`src/sv/lstk_pkg.sv`:
```
// ----------------------------------------------------------------------------
// lstk_pkg
// Shared types and constants for the bounded lifo stack with one-step reverse.
// ----------------------------------------------------------------------------
package lstk_pkg;

    localparam int DEPTH          = 16;
    localparam int IDX_W          = $clog2(DEPTH);
    localparam int CNT_W          = $clog2(DEPTH + 1);
    localparam int FUNC_W         = 3;
    localparam int VALUE_W        = 32;
    localparam int STATUS_W       = 2;
    localparam int DATA_WIDTH_DEF = 32;

    typedef enum logic [FUNC_W-1:0] {
        FN_PUSH    = 3'd0,
        FN_POP     = 3'd1,
        FN_READ    = 3'd2,
        FN_CLEAR   = 3'd3,
        FN_REVERSE = 3'd4,
        FN_QUERY   = 3'd5
    } func_t;

    typedef enum logic [STATUS_W-1:0] {
        ST_OK    = 2'd0,
        ST_EMPTY = 2'd1,
        ST_FULL  = 2'd2
    } status_t;

    typedef struct packed {
        logic [FUNC_W-1:0]         func;
        logic signed [VALUE_W-1:0] push_value;
    } item_t;

    typedef struct packed {
        status_t                   status;
        logic signed [VALUE_W-1:0] top_value;
        logic                      top_valid;
        logic [CNT_W-1:0]          entry_count;
        logic                      is_empty;
    } result_t;

endpackage

```
`src/sv/lstk_in_reg.sv`:
```
// ----------------------------------------------------------------------------
// lstk_in_reg
// Input register stage: captures one transaction and holds it until the
// stack core takes it.
// ----------------------------------------------------------------------------
module lstk_in_reg (
    input  logic                                      clk,
    input  logic                                      rst_n,
    input  logic                                      in_valid,
    output logic                                      in_stall,
    input  logic [lstk_pkg::FUNC_W-1:0]               func,
    input  logic signed [lstk_pkg::VALUE_W-1:0]       push_value,
    input  logic                                      take,
    output logic                                      item_valid,
    output lstk_pkg::item_t                           item
);
    import lstk_pkg::*;

    logic  valid_reg;
    logic  valid_next;
    logic  accept;
    item_t item_reg;

    assign in_stall = valid_reg && !take;
    assign accept   = in_valid && !in_stall;

    always_comb
    begin
        valid_next = valid_reg;
        if (accept)
        begin
            valid_next = 1'b1;
        end
        else if (take)
        begin
            valid_next = 1'b0;
        end
    end

    always_ff @(posedge clk or negedge rst_n)
    begin
        if (!rst_n)
        begin
            valid_reg <= 1'b0;
        end
        else
        begin
            valid_reg <= valid_next;
        end
    end

    always_ff @(posedge clk)
    begin
        if (accept)
        begin
            item_reg.func       <= func;
            item_reg.push_value <= push_value;
        end
    end

    assign item_valid = valid_reg;
    assign item       = item_reg;

endmodule

```
`src/sv/lstk_core.sv`:
```
// ----------------------------------------------------------------------------
// lstk_core
// Stack state: ring store, count, ring base and orientation. Applies one
// operation per fire and registers the result from the state after it.
// ----------------------------------------------------------------------------
module lstk_core #(
    parameter int DATA_WIDTH = lstk_pkg::DATA_WIDTH_DEF
) (
    input  logic              clk,
    input  logic              rst_n,
    input  logic              fire,
    input  lstk_pkg::item_t   item,
    output lstk_pkg::result_t res
);
    import lstk_pkg::*;

    logic [DATA_WIDTH-1:0] store [DEPTH];

    logic [CNT_W-1:0] count_reg;
    logic [CNT_W-1:0] count_next;
    logic [IDX_W-1:0] base_reg;
    logic [IDX_W-1:0] base_next;
    logic             flip_reg;
    logic             flip_next;

    func_t                 op;
    status_t               status;
    logic                  wr_en;
    logic [IDX_W-1:0]      wr_slot;
    logic [DATA_WIDTH-1:0] wr_word;
    logic [IDX_W-1:0]      rd_slot;
    logic                  non_empty;

    status_t               status_reg;
    logic [DATA_WIDTH-1:0] top_word_reg;
    logic                  top_valid_reg;
    logic [CNT_W-1:0]      entry_count_reg;

    assign op      = func_t'(item.func);
    assign wr_word = DATA_WIDTH'($unsigned(item.push_value));

    always_comb
    begin
        count_next = count_reg;
        base_next  = base_reg;
        flip_next  = flip_reg;
        wr_en      = 1'b0;
        wr_slot    = base_reg + count_reg[IDX_W-1:0];
        status     = ST_OK;
        unique case (op)
            FN_PUSH:
            begin
                if (count_reg == CNT_W'(DEPTH))
                begin
                    status = ST_FULL;
                end
                else
                begin
                    wr_en      = 1'b1;
                    count_next = count_reg + 1'b1;
                    if (flip_reg)
                    begin
                        base_next = base_reg - 1'b1;
                        wr_slot   = base_reg - 1'b1;
                    end
                end
            end
            FN_POP:
            begin
                if (count_reg == '0)
                begin
                    status = ST_EMPTY;
                end
                else
                begin
                    count_next = count_reg - 1'b1;
                    if (flip_reg)
                    begin
                        base_next = base_reg + 1'b1;
                    end
                end
            end
            FN_READ:
            begin
                if (count_reg == '0)
                begin
                    status = ST_EMPTY;
                end
            end
            FN_CLEAR:
            begin
                count_next = '0;
            end
            FN_REVERSE:
            begin
                flip_next = !flip_reg;
            end
            default:
            begin
            end
        endcase
    end

    // top slot after the operation; a fresh push is forwarded
    assign rd_slot   = flip_next ? base_next
                                 : base_next + count_next[IDX_W-1:0] - 1'b1;
    assign non_empty = (count_next != '0);

    always_comb
    begin
        res.status      = status_reg;
        res.top_value   = top_valid_reg ? VALUE_W'(signed'(top_word_reg)) : '0;
        res.top_valid   = top_valid_reg;
        res.entry_count = entry_count_reg;
        res.is_empty    = !top_valid_reg;
    end

    always_ff @(posedge clk or negedge rst_n)
    begin
        if (!rst_n)
        begin
            count_reg <= '0;
            base_reg  <= '0;
            flip_reg  <= 1'b0;
        end
        else if (fire)
        begin
            count_reg <= count_next;
            base_reg  <= base_next;
            flip_reg  <= flip_next;
        end
    end

    always_ff @(posedge clk)
    begin
        if (fire)
        begin
            if (wr_en)
            begin
                store[wr_slot] <= wr_word;
            end
            top_word_reg    <= wr_en ? wr_word : store[rd_slot];
            status_reg      <= status;
            top_valid_reg   <= non_empty;
            entry_count_reg <= count_next;
        end
    end

    a_count_bound: assert property (@(posedge clk) disable iff (!rst_n)
        count_reg <= CNT_W'(DEPTH))
        else $error("stack count above depth");

    a_push_grows: assert property (@(posedge clk) disable iff (!rst_n)
        fire && op == FN_PUSH && count_reg != CNT_W'(DEPTH)
        |=> count_reg == CNT_W'($past(count_reg) + 1'b1))
        else $error("push did not grow the stack");

    a_reverse_toggles: assert property (@(posedge clk) disable iff (!rst_n)
        fire && op == FN_REVERSE |=> flip_reg != $past(flip_reg))
        else $error("reverse did not toggle orientation");

    a_idle_holds: assert property (@(posedge clk) disable iff (!rst_n)
        !fire |=> $stable(count_reg) && $stable(base_reg) && $stable(flip_reg))
        else $error("stack state changed without a transaction");

endmodule

```
`src/sv/lifo_stack_with_reverse.sv`:
```
// ----------------------------------------------------------------------------
// lifo_stack_with_reverse
// Bounded lifo stack of signed words with push, pop, read, clear, reverse
// and query; reverse toggles the ring orientation instead of moving words.
// ----------------------------------------------------------------------------
// pipeline: input register, then result register; the stack update sits
//   between the two
// throughput: one transaction per cycle, sustained under no output stall
// reset: clears count, ring base, orientation and both valid flags at once;
//   store words are undefined until pushed
// ----------------------------------------------------------------------------
module lifo_stack_with_reverse #(
    parameter int DATA_WIDTH = lstk_pkg::DATA_WIDTH_DEF
) (
    input  logic                                clk,
    input  logic                                rst_n,
    input  logic                                in_valid,
    output logic                                in_stall,
    input  logic [lstk_pkg::FUNC_W-1:0]         func,
    input  logic signed [lstk_pkg::VALUE_W-1:0] push_value,
    output logic                                out_valid,
    input  logic                                out_stall,
    output logic [lstk_pkg::STATUS_W-1:0]       status,
    output logic signed [lstk_pkg::VALUE_W-1:0] top_value,
    output logic                                top_valid,
    output logic [lstk_pkg::CNT_W-1:0]          entry_count,
    output logic                                is_empty
);
    import lstk_pkg::*;

    logic    item_valid;
    item_t   item;
    logic    out_load;
    logic    take;
    result_t res;
    logic    out_valid_reg;
    logic    out_valid_next;

    assign out_load = !out_valid_reg || !out_stall;
    assign take     = item_valid && out_load;

    lstk_in_reg u_in_reg (
        .clk        (clk),
        .rst_n      (rst_n),
        .in_valid   (in_valid),
        .in_stall   (in_stall),
        .func       (func),
        .push_value (push_value),
        .take       (take),
        .item_valid (item_valid),
        .item       (item)
    );

    lstk_core #(
        .DATA_WIDTH (DATA_WIDTH)
    ) u_core (
        .clk   (clk),
        .rst_n (rst_n),
        .fire  (take),
        .item  (item),
        .res   (res)
    );

    always_comb
    begin
        out_valid_next = out_valid_reg;
        if (out_load)
        begin
            out_valid_next = item_valid;
        end
    end

    always_ff @(posedge clk or negedge rst_n)
    begin
        if (!rst_n)
        begin
            out_valid_reg <= 1'b0;
        end
        else
        begin
            out_valid_reg <= out_valid_next;
        end
    end

    assign out_valid   = out_valid_reg;
    assign status      = res.status;
    assign top_value   = res.top_value;
    assign top_valid   = res.top_valid;
    assign entry_count = res.entry_count;
    assign is_empty    = res.is_empty;

endmodule
```
`config.mk`:
```
export PLATFORM = sky130hd
export DESIGN_NAME = lifo_stack_with_reverse
export DESIGN_NICKNAME = d
export VERILOG_FILES = /design/src/sv/lstk_pkg.sv /design/src/sv/lstk_in_reg.sv /design/src/sv/lstk_core.sv /design/src/sv/lifo_stack_with_reverse.sv
export SDC_FILE = /design/constraint.sdc
export NUM_CORES = 1
export LEC_CHECK = 0
export ABC_AREA = 1
export BUFFER_PORTS_ARGS = -buffer_cell sky130_fd_sc_hd__buf_2
export CORE_ASPECT_RATIO = 1.4
export CORE_MARGIN = 2
export CORE_UTILIZATION = 40
export DETAILED_ROUTE_END_ITERATION = 10
export GPL_ROUTABILITY_DRIVEN = 0
export PLACE_DENSITY = 0.62
export SYNTH_ARGS = -nofsm -noshare
export SYNTH_HDL_FRONTEND = slang
export SYNTH_HIERARCHICAL = 1
export SYNTH_SLANG_ARGS = --single-unit
```
`constraint.sdc`:
```
create_clock -name clk -period 9.59 [get_ports clk]
set_clock_uncertainty 0.05 [all_clocks]
set_input_delay 0.4795 -clock clk [delete_from_list [all_inputs] [get_ports clk]]
set_output_delay 0.4795 -clock clk [all_outputs]
set_load 0.05 [all_outputs]
```
==> metrics, run 1 <==
Setup TNS=0 ps; Ys Warns=6; Ports=82; CTS Sinks=599; critical path required time=9890 ps; Worst-Skew Late Latency=600 ps; met2 GRT Util=36.2%; die height=310 um; GRT Total Usage=19.9%; Finished Core Util=45.3%; main area contributors after synthesis=edfxtp_1, nand3_1, nand2_1; slew margin rel.=19.1%; crit end category=register; asr flop ratio synth=2.00%; syn_area_per_cell=10.9 sq um; worst setup path class=reg -> reg; Wirelength per Cell=20.2 um; die area=68900 sq um; Worst EP arrival=6020 ps; outcome=complete, no violations; DRC violations left=0; endpoints failing setup=0; min cycle time layout=5710 ps; cell count after synthesis=2455; WHS Path Cells=1; Least-Margin Pin Slew=1210 ps; Post-synth EDFFs=587; Netlist cell types=41; largest net degree at the start of global routing=163; vias in the first global route=17747; FILL cells=6077; Final Cell Area=30100 sq um; die width=222 um; Vias per Instance=5.26; worst flop-to-flop path endpoint=u_core/top_word_reg[19]$_DFFE_PP_; Final Net Count=2565; max FFs per register=512; Resized Gates After CTS=0; H-Tree Depth=2; Rows=112; Final Hold Fails=0; top_reg_cell synth=edfxtp_1; clk buf depth=3; GRT overflow=0; maxcap violations=0; reg2reg path depth=17; first-pass GRT wire length=105000 um; FF+latch count, synth=599; R2R setup slack=3880 ps; antenna violations before repair=0; share of layout cells above drive strength 1=9.86%; M1 GR Usage=24.3%; placed cell areas=27900 sq um; post-synthesis sequential area ratio=67.1%; DRT Pass-1 Iters=6; CP Launch Type=register; Hold EP=u_in_reg/item[20]$_DFFE_PP_; post-synth top area cell=edfxtp_1; class of the worst hold path=in -> reg; Initial Util=40.2%; Synth Cell Area=26700 sq um; reg2reg start=u_core/count_reg[0]$_DFFE_PN0P_; Post-CTS Setup Bufs=0; Worst Path Max Fanout=102; min-delay src=push_value[20]; routed wire length=69000 um; most instantiated cells after synthesis=nand2_1, edfxtp_1, nand3_1; total number of vias=17943; Final Cycle Share=59.6%; CTS clk-pin slew, worst paths=60 ps; post-synthesis net count=2507; GR peak layer=met2; Routed Antenna Nets=0; met3 Use GR=2.05%; number of I/O port buffers=81; most frequent cell after synthesis=nand2_1; Core Region=66400 sq um; Slew Viols, Final=0; Yosys top cell area share=66.0%; initial DRC count=1486; n_diodes=0; FMAX=0.175 GHz; RSZ-0062 raised after global routing=false; CTS buffer count=57; CTS tree=built; detailed placer's ending HPWL=33400 um; Area Overhead vs Synth=12.5%; Root Driver=clkbuf_16
-- cells in the final DEF (no fill, tap or decap), types with 2 or more instances in the layout --
master | synthesis | final
o21ai_4 | 0 | 3
clkinv_2 | 0 | 11
a21oi_1 | 4 | 4
inv_1 | 332 | 330
buf_2 | 100 | 81
nand3_1 | 535 | 535
clkinvlp_4 | 0 | 2
edfxtp_1 | 587 | 587
clkbuf_1 | 18 | 12
clkinv_4 | 0 | 2
buf_4 | 26 | 34
nand4_1 | 3 | 3
nand2_8 | 0 | 2
ha_1 | 11 | 11
nor2_4 | 3 | 17
dfrtp_1 | 12 | 12
nand2_1 | 596 | 596
bufinv_16 | 0 | 8
clkbuf_16 | 0 | 59
nand3b_1 | 129 | 129
o21ai_0 | 13 | 13
nand3_2 | 6 | 5
fa_1 | 2 | 2
nor2_1 | 29 | 15
inv_2 | 9 | 10
nand2_2 | 6 | 4
a21oi_4 | 1 | 3
xor2_1 | 7 | 7
xnor2_1 | 3 | 3
dlygate4sd3_1 | 0 | 30
nor2_8 | 2 | 2
clkinv_1 | 0 | 9
-- layer usage --
layer | up-vias | wire, um
met5 | - | 0
met4 | 0 | 2420
met3 | 146 | 3830
met2 | 666 | 35200
met1 | 8747 | 27500
li1 | 8384 | -
-- cells by family after synthesis --
group	Yosys count	share of synthesized area [%]
simple gates	1313	23.2
buf+inv	487	7.70
fa+ha+maj	13	0.665
flops	599	67.1
compound gates	31	0.834
xor+xnor	12	0.450
-- through the flow --
| step | hold slack, ps | setup WS (ps) | std cells |
|---|---|---|---|
| after floorplan | 134 | 4910 | 2455 |
| after global placement | 348 | 4120 | 3279 |
| after detailed placement | 350 | 4020 | 3279 |
| after CTS | 1.53 | 3990 | 3412 |
| after global routing | 8.82 | 3600 | 3412 |
| final | 25.2 | 3880 | 3412 |
-- what timing repair did --
item	CTS	global route
setup endpoints to repair	0	0
endpoints found under the hold margin	41	0
hold buffers	30	0
-- final cells by class --
| cell class | count | area, sq um | share of cell area (%) |
|---|---|---|---|
| multi-input cells | 1369 | 6940 | 23.1 |
| clock inverters | 32 | 365 | 1.22 |
| well taps | 855 | 1070 | 3.56 |
| flip-flops and latches | 599 | 17900 | 59.6 |
| inverters | 341 | 1280 | 4.26 |
| repair buffers | 145 | 961 | 3.20 |
| clock buffers | 71 | 1520 | 5.06 |
-- worst max path at each step --
| stage | from | to | slack, ps | cells past startpoint |
|---|---|---|---|---|
| 2_1_floorplan | out_valid$_DFFE_PN0P_ | u_core/store[11][0]$_DFFE_PP_ | 4910 | 7 |
| 3_3_place_gp | u_core/count_reg[0]$_DFFE_PN0P_ | u_core/top_word_reg[19]$_DFFE_PP_ | 4120 | 17 |
| 3_5_place_dp | u_core/count_reg[0]$_DFFE_PN0P_ | u_core/top_word_reg[17]$_DFFE_PP_ | 4020 | 17 |
| 4_1_cts | u_core/count_reg[0]$_DFFE_PN0P_ | u_core/top_word_reg[17]$_DFFE_PP_ | 3990 | 17 |
| 5_1_grt | u_core/count_reg[0]$_DFFE_PN0P_ | u_core/top_word_reg[17]$_DFFE_PP_ | 3600 | 17 |
| 6_report | u_core/count_reg[0]$_DFFE_PN0P_ | u_core/top_word_reg[19]$_DFFE_PP_ | 3880 | 17 |
-- worst max-delay path, stage by stage, from the launching register on --
cell and delay (ps):
dfrtp_1 460, inv_1 150, ha_1 280, nand3_2 150
nand2_4 450, nand3_1 250, nand2_2 120, nand3_4 110
buf_4 910, buf_4 880, buf_4 770, nand3_1 170
nand3_1 140, nand3_1 90, nand3_1 120, nand2_1 60
nand2_1 60, nand2_1 60
Power of run 1 is left out: the tool's default activity adds up to more than one toggle a clock period on the data nets, which glitch-free logic cannot reach.
==> run 2, diff against run 1 <==
- clock period: 9.59 -> 5.5 ns (I/O delays scaled with it)
==> run 2 against run 1 <==
Non-clock buffer count grew 12. Global-route usage shrank 0.060 points. Register-to-register slack lost 3300 ps. Via count grew 1.1%. Die area is the same. Routed wire length grew 0.14%. First-iteration DRC count grew 0.40%. Worst hold slack gained 35 ps. Worst setup slack lost 3300 ps. Critical path depth is the same. Final cell count grew 0.38%. Sequential cell count is the same. Critical endpoint is now u_core/top_word_reg[24]$_DFFE_PP_.
==> metrics, run 2 (synthesis results as in run 1) <==
outcome=complete, no violations; antenna violations before repair=0; dpl ws=417 ps; Ports=82; Final Hold Fails=0; most common cell after layout, fill and taps aside=nand2_1; Finished Core Util=45.6%; die width=222 um; endpoints failing setup=0; DRC violations left=0; largest net degree at the start of global routing=157; Final Cycle Share=89.4%; Rows=112; initial DRC count=1492; Resized Gates After CTS=0; placed cell areas=28000 sq um; Buf+Inv Stages, Crit Path=3; Final Net Count=2578; routed wire length=69100 um; CP Launch Type=register; class of the worst hold path=in -> async; Least-Margin Pin Slew=1170 ps; Setup TNS=0 ps; min cycle time layout=4920 ps; number of I/O port buffers=81; Initial Util=40.2%; CTS buffer count=57; total number of vias=18140; n_diodes=0; worst setup path class=reg -> reg; detailed placer's ending HPWL=35700 um; Routed Antenna Nets=0; GRT Total Usage=19.8%; Worst-Skew Late Latency=600 ps; crit-path max cell delay=720 ps; CTS clk-pin slew, worst paths=70 ps; slew margin rel.=21.8%; CTS Sinks=599; RSZ-0062 raised after global routing=false; fin worst setup slack=583 ps; crit path cell chain=inv_1, ha_1, nand3_2, nand2_4, buf_4, nand3_1, nand2_2, nand3_4, nand2_8, buf_4, nand2_1, nand3_1, nand3_1, nand3_1, nand2_1, nand2_1, nand2_1; share of layout cells above drive strength 1=10.3%; FILL cells=6038; Top delay family on crit path=simple AND/OR/NAND/NOR gates; maxcap violations=0; vias in the first global route=17951; commonest cells after routing, fill and taps aside=nand2_1, edfxtp_1, nand3_1; critical path required time=5790 ps; Final Cell Area=30300 sq um; FMAX=0.203 GHz; Vias per Instance=5.30; max FFs per register=512; clk buf depth=3; die height=310 um; Post-CTS Setup Bufs=0; DRT Pass-1 Iters=6; Slew Viols, Final=0; Worst Path Max Fanout=71; CP max-delay cell=nand2_8; Area Overhead vs Synth=13.3%; Worst EP arrival=5210 ps; CTS tree=built; crit end category=register; Root Driver=clkbuf_16; H-Tree Depth=2; Wirelength per Cell=20.2 um; die area=68900 sq um; GRT overflow=0; first-pass GRT wire length=105000 um; Core Region=66400 sq um
run 2: changes by cell type in the layout (fill, tap and decap cells not counted), sizes merged:
cell	change
dlygate4sd3	+8
clkinv	-3
clkinvlp	+6
clkbuf	-6
buf	+4
inv	+2
bufinv	+1
nand2	+1
run 2: timing repair:
action,CTS,global route
hold buffers,38,0
endpoints found under the hold margin,49,0
endpoints found under the setup margin,0,2
run 2: cell type report:
type                    count  area (sq um)  share of cell area [%]
flip-flops and latches    599         17900                    59.2
multi-input cells        1370          6950                    22.9
clock buffers              65          1500                    4.95
inverters                 341          1280                    4.23
repair buffers            157          1120                    3.70
well taps                 855          1070                    3.53
clock inverters            38           437                    1.44
run 2: stage by stage:
stage | instances | hold slack [ps]
floorplan | 2455 | -70.6
global placement | 3283 | 145
detailed placement | 3283 | 151
CTS | 3424 | 50.3
global route | 3425 | 86.2
finish | 3425 | 60.6
run 2: final timing paths:
kind / start / endpoint / slack, ps / depth (start not counted)
min reg2reg: out_valid$_DFFE_PN0P_ / out_valid$_DFFE_PN0P_ / 520 / 2
min in group clk: func[2] / u_in_reg/item[34]$_DFFE_PP_ / 330 / 2
max: u_core/count_reg[0]$_DFFE_PN0P_ / u_core/top_word_reg[24]$_DFFE_PP_ / 580 / 17
min: rst_n / u_core/flip_reg$_DFFE_PN0P_ / 60 / 2
max reg2reg: u_core/count_reg[0]$_DFFE_PN0P_ / u_core/top_word_reg[24]$_DFFE_PP_ / 580 / 17
max in group asynchronous: rst_n / u_in_reg/item_valid$_DFFE_PN0P_ / 5080 / 2
run 2: per-layer routing:
metal | GRT usage (%) | up-vias | wire, um | share of wire [%]
met5 | 0 | - | 0 | 0
met2 | 34.8 | 672 | 34300 | 50
met3 | 2.30 | 133 | 4380 | 6.3
met4 | 8.02 | 0 | 2430 | 3.5
met1 | 25.1 | 8921 | 27900 | 40
li1 | - | 8414 | - | -
run 2: worst register-to-register path: cells and delay by family, from the launching register on:
family	cells	cell delay, ps
adders and majority gates	1	280
and+or+nand+nor	13	2740
DFF	1	450
buffers and inverters	3	1140
Power of run 2 is left out for the same reason.
==> run 3, diff against run 2 <==
- clock period: 5.5 -> 6.25 ns (I/O delays scaled with it)
==> run 3 against run 2 <==
Routed wire length up 0.79%. Maximum frequency fell by 1.1%. Cell area fell by 0.10%. Critical endpoint is now u_core/top_word_reg[1]$_DFFE_PP_. Critical path depth increased by 7. Utilization about the same. Register-to-register slack better by 690 ps. Sequential cell count is the same. Via count is 0.15% lower. Sequential share of layout area increased by 0.061 points. Global-route usage barely moved. Final cell count did not move.
==> metrics, run 3 (synthesis results as in run 1) <==
DRT Pass-1 Iters=7; Rows=112; critical path required time=6660 ps; detailed placer's ending HPWL=35200 um; CP max-delay cell=nand2_4; Wirelength per Cell=20.3 um; DRC violations left=0; number of I/O port buffers=81; die height=310 um; maxcap violations=0; RSZ-0062 raised after global routing=false; most frequent CP cell=inv_1; min cycle time layout=4970 ps; share of layout cells above drive strength 1=9.92%; initial DRC count=1291; Register Area=17900 sq um; CP Launch Type=register; CP startpoint=u_core/count_reg[0]$_DFFE_PN0P_; Final Hold Fails=0; Final Net Count=2574; vias in the first global route=17658; Top delay family on crit path=simple AND/OR/NAND/NOR gates; Core Region=66400 sq um; total number of vias=18113; max FFs per register=512; H-Tree Depth=2; crit end category=register; first-pass GRT wire length=104000 um; GRT Total Usage=19.8%; commonest cells after routing, fill and taps aside=nand2_1, edfxtp_1, nand3_1; CTS clk-pin slew, worst paths=60 ps; FILL cells=6071; worst setup path class=reg -> reg; routed wire length=69600 um; Area Overhead vs Synth=13.2%; Worst-Skew Late Latency=600 ps; hold slack final=98.4 ps; Worst EP arrival=5380 ps; Multi-input gate area=6940 sq um; Initial Util=40.2%; Buf+Inv Stages, Crit Path=7; crit path cell chain=inv_1, ha_1, nand3_2, nand2_4, nor2_4, inv_2, nand3_2, nand3_2, inv_1, ha_1, inv_1, ha_1, inv_1, fa_1, xnor2_1, inv_1, o2111ai_1, nand3_2, xor2_4, buf_4, nand3_1, nand2_1, nand2_1, nand2_1; Final Cell Area=30200 sq um; Slew Viols, Final=0; Setup TNS=0 ps; Ports=82; Worst Path Max Fanout=40; reg2reg start=u_core/count_reg[0]$_DFFE_PN0P_; die area=68900 sq um; FMAX=0.201 GHz; crit-path max cell delay=620 ps; clk buf depth=3; class of the worst hold path=in -> async; Final Cycle Share=79.6%; CTS Sinks=599; Root Driver=clkbuf_16; placed cell areas=27900 sq um; Least-Margin Pin Slew=1220 ps; die width=222 um; Routed Antenna Nets=0; Vias per Instance=5.29; largest net degree at the start of global routing=165; endpoints failing setup=0; slew margin rel.=18.5%; antenna violations before repair=1; CTS buffer count=57; n_diodes=0; CTS tree=built; most common cell after layout, fill and taps aside=nand2_1; outcome=complete, no violations; GRT overflow=0
run 3: changes by cell type in the layout (fill, tap and decap cells not counted), moves of 2 or more:
cell / previous run / this run
clkbuf_1: 6 / 14
buf_4: 34 / 30
clkbuf_8: 0 / 3
clkinvlp_4: 8 / 5
bufinv_16: 9 / 7
clkinv_2: 10 / 8
run 3: stage by stage:
stage	setup WS [ps]	util [%]	instances
global route	913	45.5	3425
global placement	1440	42.1	3280
CTS	1300	45.5	3425
detailed placement	1320	42.1	3280
finish	1280	45.5	3425
floorplan	1570	-	2455
run 3: what timing repair did:
action                    CTS  global route
hold buffers               38             0
buffers inserted            0             0
hold endpoints to repair   49             0
gates resized for setup     0             0
run 3: worst reg2reg max path: cells and delay by family (launching register included):
kind	cells	cell delay [ps]
buf+inv	7	1060
flops	1	460
simple gates	10	1740
xor+xnor	2	350
fa+ha+maj	4	1080
compound gates	1	90
run 3: layout make-up:
| cell class | instances | area share, % |
|---|---|---|
| well taps | 855 | 3.54 |
| repair buffers | 154 | 3.67 |
| flip-flops and latches | 599 | 59.3 |
| clock buffers | 77 | 5.27 |
| multi-input cells | 1369 | 22.9 |
| clock inverters | 30 | 1.09 |
| inverters | 341 | 4.23 |
run 3: path summary, 6_finish.rpt:
check | cells after the start | endpoint | slack [ps]
worst max-delay path | 24 | u_core/top_word_reg[1]$_DFFE_PP_ | 1280
worst min-delay path | 2 | u_core/count_reg[4]$_DFFE_PN0P_ | 100
worst max register to register | 24 | u_core/top_word_reg[1]$_DFFE_PP_ | 1280
worst min register to register | 2 | out_valid$_DFFE_PN0P_ | 540
max in group asynchronous | 2 | u_core/base_reg[2]$_DFFE_PN0P_ | 5800
min in group clk | 2 | u_in_reg/item[11]$_DFFE_PP_ | 370
run 3: layer usage:
layer | track usage [%] | wire length [um]
met1 | 24.5 | 27900
met2 | 35.3 | 35000
met3 | 2.74 | 4290
met4 | 7.62 | 2410
met5 | 0 | 0
Power of run 3 is left out for the same reason.
